`config.mk`:
```
export PLATFORM = sky130hd
export DESIGN_NAME = cke_front_flat
export DESIGN_NICKNAME = d
export VERILOG_FILES = /design/src/rtl/cke_pkg.sv /design/src/rtl/cke_in_if.sv /design/src/rtl/cke_front.sv /design/src/flat_wrapper.sv
export SDC_FILE = /design/constraint.sdc
export NUM_CORES = 1
export LEC_CHECK = 0
export BUFFER_PORTS_ARGS = -buffer_cell sky130_fd_sc_hd__buf_2
export CORE_MARGIN = 3
export CORE_UTILIZATION = 47
export DETAILED_ROUTE_END_ITERATION = 6
export PLACE_DENSITY = 0.74
export SLEW_MARGIN = 5
export SYNTH_ARGS = -nofsm -noshare
export SYNTH_HDL_FRONTEND = slang
export SYNTH_SLANG_ARGS = --single-unit
```
`constraint.sdc`:
```
create_clock -name clk_i -period 10.2 [get_ports clk_i]
set_input_delay 2.04 -clock clk_i [delete_from_list [all_inputs] [get_ports clk_i]]
set_output_delay 2.04 -clock clk_i [all_outputs]
set_load 0.1 [all_outputs]
```
`src/rtl/cke_pkg.sv`:
```
// Package: shared constants, types and codes for the Coulomb and kinetic energy summer.
`default_nettype none
package cke_pkg;

  localparam int unsigned MaxParticles = 256;
  localparam int unsigned CntW         = $clog2(MaxParticles + 1);
  localparam int unsigned AddrW        = $clog2(MaxParticles);

  localparam int unsigned PosW  = 32;
  localparam int unsigned MassW = 24;
  localparam int unsigned ChgW  = 5;
  localparam int unsigned KinW  = 63;
  localparam int unsigned EnW   = 64;
  localparam int unsigned PcntW = 9;
  localparam int unsigned StatW = 2;

  // Square root of a 68-bit value gives 34 root bits; quotient has 42 bits.
  localparam int unsigned SqrtSteps = 34;
  localparam int unsigned DivSteps  = 42;
  localparam int unsigned StepW     = 6;

  typedef enum logic [StatW-1:0] {
    STAT_OK       = 2'd0,
    STAT_COINCIDE = 2'd1,
    STAT_OVERFLOW = 2'd2
  } status_e;

  typedef enum logic [3:0] {
    S_IDLE, S_VSQ, S_KMUL, S_KACC, S_RD, S_DIFF, S_DSQ,
    S_SQRT, S_DIV, S_ACC, S_STORE, S_DONE, S_EMIT
  } back_state_e;

  // Word passed from the front queue to the back engine
  typedef struct packed {
    logic signed [PosW-1:0]  pos_x;
    logic signed [PosW-1:0]  pos_y;
    logic signed [PosW-1:0]  pos_z;
    logic signed [PosW-1:0]  vel_x;
    logic signed [PosW-1:0]  vel_y;
    logic signed [PosW-1:0]  vel_z;
    logic [MassW-1:0]        mass;
    logic signed [ChgW-1:0]  charge;
    logic                    last;
    logic                    full;
    logic [CntW-1:0]         idx;
  } item_t;

  typedef struct packed {
    logic  valid;
    item_t item;
  } queue_out_t;

  typedef struct packed {
    logic signed [PosW-1:0] x;
    logic signed [PosW-1:0] y;
    logic signed [PosW-1:0] z;
    logic signed [ChgW-1:0] charge;
  } store_t;

endpackage
`default_nettype wire

```
`src/rtl/cke_in_if.sv`:
```
// Interface: input particle channel.
`default_nettype none
interface cke_in_if;
  logic               valid;
  logic               ready;
  logic signed [31:0] pos_x;
  logic signed [31:0] pos_y;
  logic signed [31:0] pos_z;
  logic signed [31:0] vel_x;
  logic signed [31:0] vel_y;
  logic signed [31:0] vel_z;
  logic [23:0]        particle_mass;
  logic signed [4:0]  particle_charge;
  logic               last_particle;

  modport source (output valid, pos_x, pos_y, pos_z, vel_x, vel_y, vel_z,
                  particle_mass, particle_charge, last_particle, input ready);
  modport sink (input valid, pos_x, pos_y, pos_z, vel_x, vel_y, vel_z,
                particle_mass, particle_charge, last_particle, output ready);
endinterface
`default_nettype wire

```
`src/rtl/cke_front.sv`:
```
// Front end: accepts particles, tags store index and overflow, two-entry queue.
`default_nettype none
module cke_front (
  input  wire                 clk_i,
  input  wire                 rst_ni,
  cke_in_if.sink              in_i,
  output cke_pkg::queue_out_t q_o,
  input  wire                 pop_i
);
  import cke_pkg::*;

  item_t           ent_q [2];
  logic            wr_ptr_q, rd_ptr_q;
  logic [1:0]      fill_q;
  logic [CntW-1:0] cnt_q;
  logic            accept, full_store;
  item_t           new_item;

  assign in_i.ready = (fill_q != 2'd2);
  assign accept     = in_i.valid && in_i.ready;
  assign full_store = (cnt_q == CntW'(MaxParticles));

  // Classify the arriving word
  always_comb begin
    new_item.pos_x  = in_i.pos_x;
    new_item.pos_y  = in_i.pos_y;
    new_item.pos_z  = in_i.pos_z;
    new_item.vel_x  = in_i.vel_x;
    new_item.vel_y  = in_i.vel_y;
    new_item.vel_z  = in_i.vel_z;
    new_item.mass   = in_i.particle_mass;
    new_item.charge = in_i.particle_charge;
    new_item.last   = in_i.last_particle;
    new_item.full   = full_store;
    new_item.idx    = cnt_q;
  end

  assign q_o.valid = (fill_q != 2'd0);
  assign q_o.item  = ent_q[rd_ptr_q];

  // Store queue entries
  always_ff @(posedge clk_i) begin
    if (accept) begin
      ent_q[wr_ptr_q] <= new_item;
    end
  end

  // Advance pointers, fill level and particle count
  always_ff @(posedge clk_i or negedge rst_ni) begin
    if (!rst_ni) begin
      wr_ptr_q <= 1'b0;
      rd_ptr_q <= 1'b0;
      fill_q   <= 2'd0;
      cnt_q    <= '0;
    end else begin
      if (accept) begin
        wr_ptr_q <= ~wr_ptr_q;
        if (in_i.last_particle) begin
          cnt_q <= '0;
        end else if (!full_store) begin
          cnt_q <= cnt_q + 1'b1;
        end
      end
      if (pop_i) begin
        rd_ptr_q <= ~rd_ptr_q;
      end
      fill_q <= fill_q + {1'b0, accept} - {1'b0, pop_i};
    end
  end
endmodule
`default_nettype wire

```
`src/flat_wrapper.sv`:
```
// flat-port wrapper written by rule: the top's interface ports become plain ports
module cke_front_flat import cke_pkg::*;
  (clk_i, rst_ni, q_o, pop_i, in_i_valid, in_i_pos_x, in_i_pos_y, in_i_pos_z, in_i_vel_x, in_i_vel_y, in_i_vel_z, in_i_particle_mass, in_i_particle_charge, in_i_last_particle, in_i_ready);
  cke_in_if in_i_i ();
  input  wire clk_i;
  input  wire rst_ni;
  output cke_pkg::queue_out_t q_o;
  input  wire pop_i;
  input wire logic [$bits(in_i_i.valid)-1:0] in_i_valid;
  input wire logic [$bits(in_i_i.pos_x)-1:0] in_i_pos_x;
  input wire logic [$bits(in_i_i.pos_y)-1:0] in_i_pos_y;
  input wire logic [$bits(in_i_i.pos_z)-1:0] in_i_pos_z;
  input wire logic [$bits(in_i_i.vel_x)-1:0] in_i_vel_x;
  input wire logic [$bits(in_i_i.vel_y)-1:0] in_i_vel_y;
  input wire logic [$bits(in_i_i.vel_z)-1:0] in_i_vel_z;
  input wire logic [$bits(in_i_i.particle_mass)-1:0] in_i_particle_mass;
  input wire logic [$bits(in_i_i.particle_charge)-1:0] in_i_particle_charge;
  input wire logic [$bits(in_i_i.last_particle)-1:0] in_i_last_particle;
  output wire logic [$bits(in_i_i.ready)-1:0] in_i_ready;
  assign in_i_i.valid = in_i_valid;
  assign in_i_i.pos_x = in_i_pos_x;
  assign in_i_i.pos_y = in_i_pos_y;
  assign in_i_i.pos_z = in_i_pos_z;
  assign in_i_i.vel_x = in_i_vel_x;
  assign in_i_i.vel_y = in_i_vel_y;
  assign in_i_i.vel_z = in_i_vel_z;
  assign in_i_i.particle_mass = in_i_particle_mass;
  assign in_i_i.particle_charge = in_i_particle_charge;
  assign in_i_i.last_particle = in_i_last_particle;
  assign in_i_ready = in_i_i.ready;
  cke_front u_core (.clk_i(clk_i), .rst_ni(rst_ni), .in_i(in_i_i), .q_o(q_o), .pop_i(pop_i));
endmodule
```
==> metrics, run 1 <==
FF+latch count, synth=477; core area=36100 sq um; first-pass GRT wire length=55.0 mm; worst-path fanout max=71; Syn Inst Count=799; first-iteration detailed-routing DRC count=477; max-cap violations=0; post-cts sizing count=0; Synth Area in Simple Gates=0.962%; commonest non-fill, non-tap cell in the layout=edfxtp_1; DR pass1 iterations=4; total track usage=18.5%; Final min period=5.61 ns; Max Fclk=178 MHz; startpoint types=flip-flop; Synth async-reset ratio=2.73%; largest net degree at the start of global routing=146; GR Overflow Total=0; detailed placement HPWL=26.5 mm; Initial Utilization=48.3%; Die ar.=39400 sq um; Worst-Margin Slew=1.11 ns; die height=199 um; number of flops mapped to enable cells by yosys=464; CTS Root Cell=clkbuf_16; total number of vias=9225; number of global-route vias before repair=9720; post-synthesis adder-cell area fraction=0.287%; CP Class=reg2out; Final #Nets=1515; Post-Synth XOR/XNOR Area=0.201%; clk slew on worst S/H paths=0.06 ns; Post-Syn Area per Cell=21.8 sq um; Rel. slew slack=25.6%; routed wire length=38.3 mm; HP Class=reg2reg; # IOs=460; count of different cell masters after synthesis=35; status=complete, no violations; area of the multi-input gates=3030 sq um; vias per cell=5.16; share of post-route cells with drive strength above 1=58.5%; RSZ-0062 raised after global routing=no; hold buffer count at CTS=0; setup violators final=0; Synth Area in Compound Gates=0.753%; worst endpoint data arrival time=3.57 ns; register area=14300 sq um; Pins Over Slew Limit=0; Clock Sinks=477; # DRC=0; die width=199 um; Net Count, Synth=1029; setup TNS=0 ns; Top FF cell, synth=edfxtp_1; area added between synthesis and finish=24.7%; initial antenna violation count=13; multiplexer share of the synthesized area=15.1%; TritonCTS clock tree=yes; total CTS buffers=47; FILL cells=2649; Setup crit end kind=output port; Longest Clk Path Bufs=3; I/O Buffers=459; antenna-violating nets left=0; largest family of logic cells by synthesized area=multiplexers; final hold violations=0; Routability Congestion=0.840; row count=69; Seq/Total Area, Yosys=81.8%; Final period util=55.0%; synth warn=0; commonest cells after routing, fill and taps aside=edfxtp_1 (464), buf_2 (459), mux2_2 (232), clkbuf_16 (49), dfrtp_1 (12); Mapped Area=17400 sq um; WP data required=8.16 ns; Clock Latency Late Sink=0.55 ns; DR WL/cell=21.4 um; post-CTS setup buffers=0; H-tree Lvls=2; clock skew=0.0127 ns
-- synthesized netlist by cell type, types with 3 or more instances --
library cell  count  area share, %
edfxtp_1        464             80
mux2_2          232             15
buf_2            18           0.52
dfrtp_1          13            1.9
clkbuf_1          9           0.19
inv_1             6           0.13
nand2_1           5           0.11
nor2_1            5           0.11
o21ai_0           5           0.14
ha_1              4           0.29
nand3_1           4           0.11
o31ai_1           4           0.17
nand2b_1          3           0.11
xnor2_1           3           0.15
-- sequential cells by signal, summed over array words and instances (netlist names) --
name	cells
u_core.cnt_q	9
u_core.ent_q	464
u_core.fill_q	2
u_core.rd_ptr_q	1
u_core.wr_ptr_q	1
-- worst paths after layout --
| check | endpoint | depth (start not counted) | slack (ns) | startpoint |
|---|---|---|---|---|
| worst max register to register | u_core.ent_q[1][86] | 4 | 7.20 | u_core.fill_q[1] |
| worst min register to register | u_core.ent_q[1][8] | 0 | 0.56 | u_core.cnt_q[8] |
| min in group asynchronous | u_core.cnt_q[5] | 1 | 1.37 | rst_ni |
| worst min-delay path | u_core.ent_q[1][8] | 0 | 0.56 | u_core.cnt_q[8] |
| max in group asynchronous | u_core.rd_ptr_q | 1 | 8.57 | rst_ni |
| worst max-delay path | q_o[53] | 4 | 4.59 | u_core.rd_ptr_q |
-- critical path: stages, from the launching register on --
cell and delay, ns:
dfrtp_4 0.80, buf_4 0.62, buf_4 0.79, mux2_2 0.31
buf_2 0.42
-- per-stage QoR --
step	util [%]	area, sq um	setup slack [ns]	instances	hold slack, ns
global placement	56.2	20300	5.19	1697	0.527
CTS	60.2	21700	4.48	1780	0.570
floorplan	-	17400	1.37	799	0.499
detailed placement	56.2	20300	5.11	1697	0.549
finish	60.3	21700	4.59	1789	0.564
global route	60.2	21700	4.34	1786	0.603
-- kinds of logic after synthesis --
group,Yosys count
and+or+nand+nor,28
DFF,477
xor gates and xnor gates,4
AOI/OAI and AO/OA,18
buffers and inverters,35
adders and majority gates,4
muxes,233
-- metal layers --
metal / global-route usage [%] / wire, um / vias up
li1: - / - / 4179
met1: 21.2 / 14200 / 4521
met2: 31.9 / 19200 / 418
met3: 6.27 / 3520 / 93
met4: 7.78 / 1240 / 14
met5: 0 / 106 / -
-- layout make-up --
type	instances	area share, %
Sequential cell	477	65.6
Tap cell	461	2.65
Timing Repair Buffer	466	10.9
Clock buffer	58	5.79
Antenna cell	9	0.104
Multi-Input combinational cell	287	13.9
Inverter	6	0.104
Clock inverter	25	0.926
Power of run 1 is not shown: default switching activity piles up to over one toggle a cycle in this logic, so the estimate is an artifact.
==> inputs of run 2 (changes only) <==
--- a/config.mk
+++ b/config.mk
@@ -7,9 +7,9 @@
 export LEC_CHECK = 0
 export BUFFER_PORTS_ARGS = -buffer_cell sky130_fd_sc_hd__buf_2
 export CORE_MARGIN = 3
-export CORE_UTILIZATION = 47
+export CORE_UTILIZATION = 50
 export DETAILED_ROUTE_END_ITERATION = 6
-export PLACE_DENSITY = 0.74
+export PLACE_DENSITY = 0.75
 export SLEW_MARGIN = 5
 export SYNTH_ARGS = -nofsm -noshare
 export SYNTH_HDL_FRONTEND = slang
==> constraint.sdc (replaced) <==
create_clock -name clk_i -period 5.2 [get_ports clk_i]
set_input_delay 1.04 -clock clk_i [delete_from_list [all_inputs] [get_ports clk_i]]
set_output_delay 1.04 -clock clk_i [all_outputs]
set_load 0.1 [all_outputs]
==> run 2 against run 1 <==
Non-clock buffer count rose by 11. Flip-flop and latch count did not move. Final cell count rose by 0.17%. Clock skew fell by 0.0014 ns. Sequential share of layout area fell by 0.36 points. Count of clock-buffer cells in the layout rose by 5. Die area fell by 5.8%. Design area rose by 0.55%.
==> metrics, run 2 (same netlist as run 1, synthesis figures left out) <==
status=complete, no violations; CP delay by family, top=flip-flops; CP Class=reg2out; CTS Root Cell=clkbuf_16; # IOs=460 (unchanged); detailed placement HPWL=25.8 mm (-3.0%); Final #Nets=1525 (+0.66%); register area=14300 sq um (unchanged); routed wire length=37.7 mm (-1.6%); Cell Chain, Critical Path=buf_4 -> mux2_2 -> buf_2; Rel. slew slack=20.2% (-5.4 points); commonest cells after routing, fill and taps aside=edfxtp_1 (464), buf_2 (459), mux2_2 (232), clkbuf_16 (49), clkbuf_1 (14); H-tree Lvls=2 (unchanged); die width=193 um (-3.0%); WP data required=4.16 ns (-4.00 ns); CP max-delay cell=dfrtp_4; GR Overflow Total=0 (unchanged); Clock Sinks=477 (unchanged); worst-path fanout max=63 (-11%); hold buffer count at CTS=0 (unchanged); first-iteration detailed-routing DRC count=584 (+22%); Pins Over Slew Limit=0 (unchanged); Setup crit end kind=output port; Worst-Margin Slew=1.19 ns (+0.0808 ns); worst endpoint data arrival time=2.81 ns (-0.76 ns); Longest Clk Path Bufs=3 (unchanged); I/O Buffers=459 (unchanged); share of post-route cells with drive strength above 1=58.5% (+0.061 points); TritonCTS clock tree=yes; clk slew on worst S/H paths=0.06 ns (about the same); first-pass GRT wire length=54.5 mm (-0.92%); HP Class=in2async; vias per cell=5.18 (+0.51%); max-cap violations=0 (unchanged); # DRC=0 (unchanged); Final min period=3.85 ns; final instance area=21900 sq um (+0.55%); post-cts sizing count=0 (unchanged); RSZ-0062 raised after global routing=no; number of global-route vias before repair=9559 (-1.7%); DR pass1 iterations=4 (unchanged); commonest non-fill, non-tap cell in the layout=edfxtp_1; area of the multi-input gates=3030 sq um (about the same); setup TNS=0 ns (unchanged); die height=193 um (-3.0%); antenna-violating nets left=0 (unchanged); Buf+Inv Stages, Crit Path=2 (-1); post-CTS setup buffers=0 (unchanged); fin util=64.4% (+4.1 points); total track usage=19.5% (+0.99 points); Final period util=73.9%; Routability Congestion=0.801 (-4.7%); Largest regs=u_core.ent_q: 464 flops, u_core.cnt_q: 9 flops, u_core.fill_q: 2 flops; total CTS buffers=46 (-2.1%); Min Hold Slack=0.373 ns (-0.191 ns); clock skew=0.0113 ns (-0.00137 ns); initial antenna violation count=14 (+1); Critical Path Max Stage Delay=1.03 ns (+0.23 ns); Die ar.=37100 sq um (-5.8%); max reg flops=464 (unchanged); Max Fclk=260 MHz; area added between synthesis and finish=25.4%; startpoint types=flip-flop; FILL cells=2327 (-12%); Clock Latency Late Sink=0.55 ns (about the same); row count=67 (-2.9%); largest net degree at the start of global routing=126 (-14%); largest reg by FF count=u_core.ent_q; DR WL/cell=21.0 um (-1.7%); core area=34000 sq um (-5.9%); setup violators final=0 (unchanged); dpl cell area=20400 sq um (+0.59%); final hold violations=0 (unchanged); total number of vias=9288 (+0.68%); Initial Utilization=51.4% (+3.0 points)
## run 2: cell count changes in the layout (fill, tap and decap cells not counted), moves of 2 or more
cell / change
buf_4: +7
clkbuf_1: +5
buf_12: +4
clkinvlp_4: -2
diode_2: +2
## run 2: final cells by class
type,count,area share [%]
multi-input cells,287,13.9
well taps,448,2.56
inverters,6,0.103
clock inverters,23,0.813
diodes,11,0.126
flip-flops and latches,477,65.2
repair buffers,477,11.5
clock buffers,63,5.85
## run 2: metrics by stage
step	worst slack (ns)	std cells
after floorplan	0.0358	799
after global placement	1.92	1695
after detailed placement	1.91	1695
after CTS	1.32	1781
after global routing	1.24	1789
final	1.35	1792
## run 2: path summary, 6_finish.rpt
| check | from | end | slack, ns | cells after the start |
|---|---|---|---|---|
| max | u_core.rd_ptr_q | q_o[97] | 1.35 | 3 |
| min | rst_ni | u_core.cnt_q[2] | 0.37 | 1 |
| max reg2reg | u_core.fill_q[1] | u_core.ent_q[0][115] | 2.54 | 4 |
| min reg2reg | u_core.cnt_q[8] | u_core.ent_q[0][8] | 0.58 | 0 |
| max in group asynchronous | rst_ni | u_core.rd_ptr_q | 4.56 | 1 |
| min in group clk_i | u_core.cnt_q[8] | u_core.ent_q[0][8] | 0.58 | 0 |
## run 2: layer usage
metal,GRT usage (%),up-vias,share of wire (%)
li1,-,4196,-
met1,22.6,4629,37
met2,32.7,378,49
met3,7.32,75,11
met4,8.27,10,2.9
met5,0,-,0.15
## run 2: worst reg2reg max path, delay by kind of cell (launching register included)
family | cells | cell delay, ns
and+or+nand+nor | 3 | 1.46
DFF | 1 | 0.41
buffers and inverters | 1 | 0.40
Power of run 2 is left out for the same reason.
